## src/rtl/damped_rotary_spring_step_macros.svh

```systemverilog
// Assertion macros shared by the rotary spring block
`ifndef DAMPED_ROTARY_SPRING_STEP_MACROS_SVH
`define DAMPED_ROTARY_SPRING_STEP_MACROS_SVH

// same-cycle implication, sampled on clk, off while arst_n is low
`define DRS_ASSERT_IMP(name, ante, cons, msg) \
	name: assert property (@(posedge clk) disable iff (!arst_n) (ante) |-> (cons)) \
		else $error(msg);

// next-cycle implication
`define DRS_ASSERT_NXT(name, ante, cons, msg) \
	name: assert property (@(posedge clk) disable iff (!arst_n) (ante) |=> (cons)) \
		else $error(msg);

`endif

```

## src/rtl/drs_pkg.sv

```systemverilog
// Shared types and constants of the rotary spring block
package drs_pkg;

	localparam int MUL_W = 32;
	localparam int DIV_W = 64;
	localparam int DIV_CNT_W = $clog2(DIV_W + 1);

	localparam int CFG_IDX_W = 2;
	localparam logic [CFG_IDX_W-1:0] REG_REST_ANGLE = 2'd0;
	localparam logic [CFG_IDX_W-1:0] REG_STIFFNESS = 2'd1;
	localparam logic [CFG_IDX_W-1:0] REG_DAMPING = 2'd2;

	localparam int EXP_TERMS = 24;
	localparam int EXP_SQUARES = 5;
	localparam logic [63:0] Q62_ONE = 64'd1 << 62;

	typedef struct packed {
		logic start;
		logic [DIV_W-1:0] num;
		logic [DIV_W-1:0] den;
	} div_req_t;

	typedef struct packed {
		logic busy;
		logic done;
		logic [DIV_W-1:0] quot;
	} div_rsp_t;

endpackage

```

## src/rtl/drs_mul.sv

```systemverilog
// Shared 32x32 unsigned multiplier with registered product
module drs_mul (
	input  logic clk,
	input  logic [drs_pkg::MUL_W-1:0] a,
	input  logic [drs_pkg::MUL_W-1:0] b,
	output logic [2*drs_pkg::MUL_W-1:0] p
);

	logic [2*drs_pkg::MUL_W-1:0] p_q;

	always_ff @(posedge clk) begin
		p_q <= a * b;
	end

	assign p = p_q;

endmodule

```

## config.mk

```make
export PLATFORM = sky130hd
export DESIGN_NAME = drs_mul
export DESIGN_NICKNAME = d
export VERILOG_FILES = /design/src/rtl/damped_rotary_spring_step_macros.svh /design/src/rtl/drs_pkg.sv /design/src/rtl/drs_mul.sv
export SDC_FILE = /design/constraint.sdc
export NUM_CORES = 2
export LEC_CHECK = 0
export BUFFER_PORTS_ARGS = -buffer_cell sky130_fd_sc_hd__buf_4
export CAP_MARGIN = 20
export CORE_MARGIN = 4
export CORE_UTILIZATION = 40
export CTS_BUF_LIST = sky130_fd_sc_hd__clkbuf_4
export DETAILED_ROUTE_END_ITERATION = 8
export GPL_ROUTABILITY_DRIVEN = 1
export PLACE_DENSITY = 0.67
export SLEW_MARGIN = 5
export SYNTH_ARGS = -nofsm -noshare
export SYNTH_HDL_FRONTEND = slang
export SYNTH_SLANG_ARGS = --single-unit
```

## constraint.sdc

```tcl
create_clock -name clk -period 18.04 [get_ports clk]
set_input_delay 0 -clock clk [delete_from_list [all_inputs] [get_ports clk]]
set_output_delay 0 -clock clk [all_outputs]
set_load 0.1 [all_outputs]
```

==> impl_summary.md <==
Global route
Across every metal layer, demand over resource in global routing totals 20.74%. The number of global-route vias before repair is 27170. The global-route wire length before repair is 147.1 mm. The total overflow left after global routing is 0. The number of antenna violations at the first check in global routing is 2. Entering global routing, the biggest net connects 33 pins.

Clock network
The number of gates given a new drive strength after cts is 0. In this run the deepest clock path goes through 2 buffers. TritonCTS created 9 clock buffers.

In this run the clock root is driven by a sky130_fd_sc_hd__clkbuf_4. TritonCTS built the clock tree. The quantity of hold-fixing buffers added after cts is 2. After clock tree synthesis, the clock-pin slew on the worst setup and hold paths is 0.13 ns.

The H-tree depth is 3. The number of clock sinks is 64. Buffers added to address setup during post-CTS repair amount to 0.

Timing
Measured against its own limit, the worst slew margin works out to 48.90%. Dividing the final minimum period by the clock period gives 40.61%. The worst hold-check slack is 0.2545 ns. For the pin with the worst max-slew slack, the measured transition is 0.7614 ns. The setup TNS is 0 ns. The final period demand of the worst path is 7.326 ns. The max-slew violation count was 0. The post-layout worst setup margin is 10.71 ns. The total count of hold-check failures in the final report is 0. Setup violations remaining at the end of the flow were counted as 0. Setup repair after global routing left no endpoint under its margin.

Timing would allow up to 136.5 MHz.

Route
The remaining design rule violation count is 0. Summed over all layers, the routed wires come to 90.97 mm. The number of routed nets with antenna violations is 0. The average via count per standard cell is 5.087. In this run, the number of DRC markers left after iteration 0 of detailed routing was 1342. The via count of the routed design is 24520. The total iterations of the first detailed-routing run is 5. The post-detailed-route wirelength per cell is 18.87 um.

Synth
The proportion of netlist area held by the largest area contributor is 51.73%. The post-synthesis sequential element count is 64. The net count of the mapped netlist is 4972. After synthesis, flip-flops and latches occupy 3.695% of the total area. The count of synthesis-stage warnings from yosys is 0. In the synthesized netlist, the cells that appear most often are 896 x sky130_fd_sc_hd__fa_1, 865 x sky130_fd_sc_hd__inv_1, 602 x sky130_fd_sc_hd__and2_1.

The count of distinct cell types in the synthesized netlist is 57. Dividing the synthesized area by the synthesized cell count gives 9.252 um2. The cell area that synthesis handed to floorplanning was 34680 um2.

The most used flip-flop cell after synthesis is sky130_fd_sc_hd__dfxtp_1. In this run, synthesis inferred 0 flip-flops with an integrated enable. The share of flip-flops with an asynchronous set or reset is 0%. Summed over all instances, the cell type with the most area after synthesis is sky130_fd_sc_hd__fa_1. The synthesized instance count is 3748. The most frequent cell after synthesis is sky130_fd_sc_hd__fa_1. Sorting the synthesized cells by area gives the leading types as sky130_fd_sc_hd__fa_1 52%, sky130_fd_sc_hd__and2_1 11%, sky130_fd_sc_hd__ha_1 9.5%.

Setup path
The data arrival time of the critical path is 7.71 ns. STA classifies the critical path startpoint as an input port. The signal on the critical path passes through buf_4, nand2_1, fa_1, inv_1, fa_1, inv_1, fa_1, inv_1, fa_1, fa_1, fa_1, fa_1, inv_1, fa_1, inv_1, ha_1, nand4_1, or4_1, or3_1, a31oi_1, a31o_2, a211oi_1, o21ai_1, xor2_1.

STA classifies the critical path endpoint as a flop. The most numerous cell type found on the critical path is sky130_fd_sc_hd__fa_1. The largest stage delay on the critical path is 0.59 ns. The master of the slowest instance on the critical path is sky130_fd_sc_hd__a31oi_1. The category of the critical setup timing path is input port to flop. The required time at the worst-slack endpoint is 18.43 ns. Along the worst path, the maximum fanout reaches 32.

Placed design
At the end of routability-driven placement, the weighted congestion stood at 0.8768. The placed wire-length estimate is 74.93 mm. The placement-stage worst setup slack is 10.34 ns. The port buffer count is 128.

Finish
Of the cells placed in the final design, the portion with a size suffix greater than 1 is 4.328%. The register with the most flip-flops in the layout has 64 of them. For this run, the share of the core covered by cells in the final layout is 42.59%. The area added between synthesis and finish is 5.080%. The number of nets in the layout is 4893.

Floorplan
The core region is 85550 um2. The die is 302.4 um tall. The initialized floorplan defines 107 standard-cell rows. The die outline width is 302.4 um. The initial cell density of the core is 40.53%.

The number of I/O pins is 129. The die footprint is 91460 um2.

Run
Max-cap violations in this run came to 0.

Min path
The class of the tightest hold or removal check is input port to flop.

Outcome
The run finished with clean final reports.
## final timing paths
path               from     to  slack, ns  cells past startpoint
hold / removal     b[1]   p[1]       0.25                      3
setup / recovery  a[25]  p[62]      10.71                     24
## layout by cell type, fill, tap and decap left out, drive strengths merged, types with 4 or more instances in the layout
| cell type | netlist | routed |
|---|---|---|
| fa | 896 | 896 |
| inv | 865 | 865 |
| and2 | 602 | 602 |
| nand2 | 480 | 480 |
| ha | 263 | 263 |
| buf | 7 | 128 |
| a21oi | 66 | 66 |
| dfxtp | 64 | 64 |
| a21o | 40 | 40 |
| xnor2 | 35 | 35 |
| o21ai | 26 | 26 |
| xor2 | 25 | 25 |
| nand4 | 23 | 23 |
| nor2 | 20 | 20 |
| and3 | 14 | 14 |
| a31oi | 12 | 12 |
| o21bai | 11 | 11 |
| nand3 | 10 | 10 |
| o21a | 9 | 9 |
| clkbuf | 213 | 9 |
| nor3 | 7 | 7 |
| o31ai | 5 | 5 |
| a221o | 4 | 4 |
| a221oi | 4 | 4 |
## cell type report
class / instances / area, um2
clock buffers: 9 / 67.56
repair buffers: 130 / 980.9
inverters: 865 / 3247
clock inverters: 7 / 110.1
fillers: 8395 / 49110
multi-input cells: 2599 / 29310
flip-flops and latches: 64 / 1281
well taps: 1144 / 1431
diodes: 2 / 5.005
## per-layer routing
layer	vias up	global-route usage (%)	part of all wire (%)
li1	10680	-	-
met1	12900	24.44	37
met2	699	37.56	53
met3	243	2.290	4.1
met4	2	10.44	6.3
met5	-	0	0.014
## critical path, delay by kind of cell
kind	cells	cell delay [ns]
fa+ha+maj	9	4.54
simple gates	4	1.22
xor+xnor	1	0.15
buf+inv	6	0.60
compound gates	4	1.18
## per-stage QoR
stage                     instance area (um2)  std cells
after floorplan                         34680       3748
after global placement                  36230       4800
after detailed placement                36230       4800
after CTS                               36430       4818
after global routing                    36440       4820
final                                   36440       4820
## kinds of logic after synthesis
kind of cell    count (synthesis)  share of synthesized area, %
flops                          64                         3.695
xor+xnor                       60                         1.515
simple gates                 1177                         17.62
fa+ha+maj                    1159                         61.22
compound gates                202                         4.153
buf+inv                      1085                         11.77
mux                             1                       0.02887
Power is left out: the tool's default activity adds up to more than one toggle a clock period on the data nets, which glitch-free logic cannot reach.
