--- config.mk ---
export PLATFORM = sky130hd
export DESIGN_NAME = drs_div
export DESIGN_NICKNAME = d
export VERILOG_FILES = /design/src/rtl/damped_rotary_spring_step_macros.svh /design/src/rtl/drs_pkg.sv /design/src/rtl/drs_div.sv
export SDC_FILE = /design/constraint.sdc
export NUM_CORES = 1
export LEC_CHECK = 0
export BUFFER_PORTS_ARGS = -buffer_cell sky130_fd_sc_hd__buf_2
export CORE_MARGIN = 2
export CORE_UTILIZATION = 45
export DETAILED_ROUTE_END_ITERATION = 10
export PLACE_DENSITY = 0.66
export SYNTH_ARGS = -nofsm -noshare
export SYNTH_HDL_FRONTEND = slang
export SYNTH_SLANG_ARGS = --single-unit
--- constraint.sdc ---
create_clock -name clk -period 4 [get_ports clk]
set_clock_uncertainty 0.05 [all_clocks]
set_input_delay 0.4 -clock clk [delete_from_list [all_inputs] [get_ports clk]]
set_output_delay 0.4 -clock clk [all_outputs]
set_load 0.02 [all_outputs]
--- src/rtl/damped_rotary_spring_step_macros.svh ---
// Assertion macros shared by the rotary spring block
`ifndef DAMPED_ROTARY_SPRING_STEP_MACROS_SVH
`define DAMPED_ROTARY_SPRING_STEP_MACROS_SVH

// same-cycle implication, sampled on clk, off while arst_n is low
`define DRS_ASSERT_IMP(name, ante, cons, msg) \
	name: assert property (@(posedge clk) disable iff (!arst_n) (ante) |-> (cons)) \
		else $error(msg);

// next-cycle implication
`define DRS_ASSERT_NXT(name, ante, cons, msg) \
	name: assert property (@(posedge clk) disable iff (!arst_n) (ante) |=> (cons)) \
		else $error(msg);

`endif

--- src/rtl/drs_pkg.sv ---
// Shared types and constants of the rotary spring block
package drs_pkg;

	localparam int MUL_W = 32;
	localparam int DIV_W = 64;
	localparam int DIV_CNT_W = $clog2(DIV_W + 1);

	localparam int CFG_IDX_W = 2;
	localparam logic [CFG_IDX_W-1:0] REG_REST_ANGLE = 2'd0;
	localparam logic [CFG_IDX_W-1:0] REG_STIFFNESS = 2'd1;
	localparam logic [CFG_IDX_W-1:0] REG_DAMPING = 2'd2;

	localparam int EXP_TERMS = 24;
	localparam int EXP_SQUARES = 5;
	localparam logic [63:0] Q62_ONE = 64'd1 << 62;

	typedef struct packed {
		logic start;
		logic [DIV_W-1:0] num;
		logic [DIV_W-1:0] den;
	} div_req_t;

	typedef struct packed {
		logic busy;
		logic done;
		logic [DIV_W-1:0] quot;
	} div_rsp_t;

endpackage

--- src/rtl/drs_div.sv ---
// Restoring divider, one quotient bit per cycle
module drs_div (
	input  logic clk,
	input  logic arst_n,
	input  drs_pkg::div_req_t req,
	output drs_pkg::div_rsp_t rsp
);

	localparam int W = drs_pkg::DIV_W;

	logic [drs_pkg::DIV_CNT_W-1:0] cnt_q;
	logic done_q;
	logic [W-1:0] n_q;
	logic [W-1:0] rem_q;
	logic [W-1:0] den_q;
	logic [W:0] trial;
	logic [W:0] diff;
	logic ge;

	assign trial = {rem_q, n_q[W-1]};
	assign diff = trial - {1'b0, den_q};
	assign ge = (trial >= {1'b0, den_q});

	always_ff @(posedge clk or negedge arst_n) begin
		if (!arst_n) begin
			cnt_q <= '0;
			done_q <= 1'b0;
		end else if (req.start) begin
			cnt_q <= drs_pkg::DIV_CNT_W'(W);
			done_q <= 1'b0;
		end else if (cnt_q != '0) begin
			cnt_q <= cnt_q - 1'b1;
			done_q <= (cnt_q == drs_pkg::DIV_CNT_W'(1));
		end else begin
			done_q <= 1'b0;
		end
	end

	// n_q shifts the dividend out and the quotient in
	always_ff @(posedge clk) begin
		if (req.start) begin
			n_q <= req.num;
			rem_q <= '0;
			den_q <= req.den;
		end else if (cnt_q != '0) begin
			n_q <= {n_q[W-2:0], ge};
			rem_q <= ge ? diff[W-1:0] : trial[W-1:0];
		end
	end

	assign rsp.busy = (cnt_q != '0);
	assign rsp.done = done_q;
	assign rsp.quot = n_q;

endmodule

==> results.json <==
{
  "run_status": "finished, final reports clean",
  "postSynthNetCount": 1462,
  "placement.setup.worst_slack_ns": 0.257,
  "ant_cells": 0,
  "rsz0062_at_grt": "no",
  "drt_pre_antenna_iters": 4,
  "share_clk_of_total_power_pct": 17.5,
  "share_of_post_route_cells_with_drive_strength_above_1_pct": 23.8,
  "detail_route.wl_per_cell_um": 18.1,
  "wl_met3_um": 2080,
  "synth.yosys.seq_area_share_pct": 43.4,
  "synth_fa_ha_area_share_pct": 6.89,
  "crit_path_start_kind": "register",
  "drv.max_cap_violation_count": 0,
  "vias_in_the_first_global_route": 9882,
  "seq_power_share_pct": 30.7,
  "multi_input_area_mm2": 0.00626,
  "post-synth-top-count-cell": "nor2_1",
  "drt-met1-wl_um": 14900,
  "synth.top_cells.by_area": "edfxtp_1, dfxtp_1, ha_1",
  "muxShareOfSynthArea_pct": 7.38,
  "compound_cell_area_share_of_the_yosys_netlist_pct": 19.0,
  "synth_edf_count": 128,
  "hold_class": "primary input to register",
  "pwr_density_cell_mw_per_mm2": 719,
  "power.internal_w": 0.00572,
  "dp.final_hpwl_um": 23500,
  "routed.top_layer": "met4",
  "core.rowCount": 60,
  "initialDrtViolationCount": 717,
  "wl_met2_um": 14600,
  "grt_max_degree": 124,
  "height_of_the_die_um": 169,
  "global_route_wire_length_before_repair_um": 51800,
  "synth_simple_gate_area_share_pct": 13.9,
  "ios": 197,
  "worst_slew_margin_rel_pct": 37.3,
  "fillCellCount": 2480,
  "syn_area_mm2": 0.0123,
  "synthXorXnorAreaFrac_pct": 3.78,
  "clk_path_buf_depth": 2,
  "final_routed_drc_violation_total": 0,
  "chipWidth_um": 169,
  "synth_top_family_by_area": "compound AO/OA/AOI/OAI gates",
  "worst-setup-path-type": "register to register",
  "io_buffer_count": 196,
  "core_region_area_mm2": 0.0269,
  "comb_power_share_pct": 51.8,
  "setup_viol_count_final": 0,
  "finish.cell_count_without_fillers": 1771,
  "global_route.usage.total_pct": 22.6,
  "report.final.slew_viol_count": 0,
  "cts_buffers": 17,
  "cts_root_buf": "clkbuf_16",
  "worstPathRequired_ns": 4.26,
  "period_share_pct": 93.1,
  "crit_path_end_kind": "register",
  "ant_nets": 0,
  "nets": 1615,
  "flow.area_growth_from_synthesis_pct": 14.6,
  "synth_top_area_share_pct": 31.3,
  "report.final.hold_viol_count": 0,
  "switchingPower_w": 0.00439,
  "postSynthRegisterBits": 200,
  "cts.sinks": 200,
  "clkLatencyLatePin_ns": 0.45,
  "number_of_instances_in_the_synthesized_netlist": 1264,
  "worst_hold_margin_ns": 0.0648,
  "yosysTopAreaCell": "edfxtp_1",
  "initial_core_util_pct": 45.7,
  "placed_cells": 1738,
  "routed_via_density": 5.67,
  "gp_congestion": 0.885,
  "die_area_mm2": 0.0286,
  "synth-warning-count": 0,
  "number_of_antenna_violations_at_the_first_check_in_global_routing": 0,
  "worst_setup_hold_path_clk_slew_ns": 0.08,
  "drt-total-wl_um": 32100,
  "dominantRegCellSynth": "edfxtp_1",
  "min_period_ns": 3.72,
  "cp_data_arrival_time_ns": 3.99,
  "avgSynthCellArea_um2": 9.71,
  "max_freq_mhz": 269,
  "post_synth_num_cell_types": 84,
  "leakagePower_nw": 6.14,
  "globalRouteOverflowTotal": 0,
  "tritoncts": "yes",
  "final-seq-area_mm2": 0.00533,
  "num_vias": 10000,
  "setup_slack_ns": 0.278,
  "cts.htree.levels": 4,
  "largest_driver_fanout_on_the_critical_path": 18,
  "setup_total_negative_slack_ns": 0,
  "power_after_layout_w": 0.0101,
  "worst-slew-pin-transition_ns": 0.931,
  "vdd_ir_drop_max_v": 0.000349,
  "power_switching_share_pct": 43.4,
  "synth-async-reset-ratio_pct": 4.00,
  "synth.top_cells.by_count": "nor2_1, edfxtp_1, nand2_1, a21oi_1, inv_1"
}
[layout make-up]
type                            instances  area share, %
Clock inverter                         13           1.12
Inverter                               87           2.32
Tap cell                              341           3.03
Sequential cell                       200           37.9
Clock buffer                           19           3.08
Multi-Input combinational cell        900           44.5
Timing Repair Buffer                  211           8.10
[worst paths after layout]
check                                        from                     end  slack (ns)  depth (start not counted)
setup / recovery           rem_q[49]$_SDFFE_PP0P_   rem_q[4]$_SDFFE_PP0P_        0.28                         12
max in group asynchronous                  arst_n    cnt_q[2]$_DFFE_PN0P_        3.45                          2
min in group asynchronous                  arst_n    cnt_q[4]$_DFFE_PN0P_        0.27                          2
hold / removal                            req[52]     den_q[52]$_DFFE_PP_        0.06                          1
setup reg to reg           rem_q[49]$_SDFFE_PP0P_   rem_q[4]$_SDFFE_PP0P_        0.28                         12
hold reg to reg            rem_q[26]$_SDFFE_PP0P_  rem_q[26]$_SDFFE_PP0P_        0.44                          2
[sequential cells by signal, summed over array words and instances, names as in the netlist]
name	flops
n_q	64
rem_q	64
cnt_q	7
den_q	64
done_q	1
[stage by stage]
stage               util, %  instance area, µm²
CTS                    52.3               14100
finish                 52.3               14100
floorplan                 -               12300
global route           52.3               14100
detailed placement     50.1               13500
global placement       50.1               13500
[metal layers]
layer | vias to the layer above | track usage [%]
met4 | 0 | 6.09
met1 | 4763 | 30.3
met5 | - | 0
li1 | 4935 | -
met2 | 305 | 36.4
met3 | 41 | 5.64
[kinds of logic (layout without fill, tap and decap cells)]
| logic type | after synthesis | count (layout) |
|---|---|---|
| flip-flops | 200 | 200 |
| multiplexers | 82 | 82 |
| AO/OA/AOI/OAI | 332 | 332 |
| buffers and inverters | 164 | 330 |
| adder cells (fa/ha/maj) | 67 | 67 |
| XOR/XNOR | 53 | 53 |
| AND/OR/NAND/NOR | 366 | 366 |
[power by group through the flow]
stage          clock [W]  sequential, W  combinational, W
5_1_grt          0.00188        0.00317           0.00578
6_report         0.00176        0.00310           0.00524
2_1_floorplan          0        0.00321           0.00386
3_3_place_gp           0        0.00312           0.00512
4_1_cts          0.00180        0.00310           0.00518
3_5_place_dp           0        0.00313           0.00515
[critical path: stages (launching register included)]
cell and delay (ns):
dfxtp_1 0.35, ha_1 0.48, a21o_1 0.24, a22oi_1 0.23, a21oi_1 0.13, a21oi_1 0.18
o221ai_1 0.20, a221o_2 0.53, nor2_4 0.38, buf_4 0.33, nor2_1 0.08, a211oi_1 0.32
nor3_1 0.08
[layout by cell type (no fill, tap or decap), types with 11 or more instances in the layout]
master / count
buf_2: 195
nor2_1: 136
a311oi_1: 15
mux2i_1: 14
nand4_1: 33
ha_1: 66
xnor2_1: 34
a211oi_1: 43
mux2_2: 67
buf_4: 11
nor3_1: 36
nand2_1: 97
xor2_1: 19
a21o_1: 34
o21bai_1: 17
edfxtp_1: 128
inv_1: 84
o21ai_0: 37
a21oi_1: 94
dfxtp_1: 64
clkbuf_16: 17
[repair_timing]
action                                  CTS  global route
resized for setup                         0             2
setup buffers                             0             0
hold endpoints to repair                  8             0
endpoints found under the setup margin    0            22
hold buffers                              1             0
Note: power is estimated with default switching activity, not from simulation.
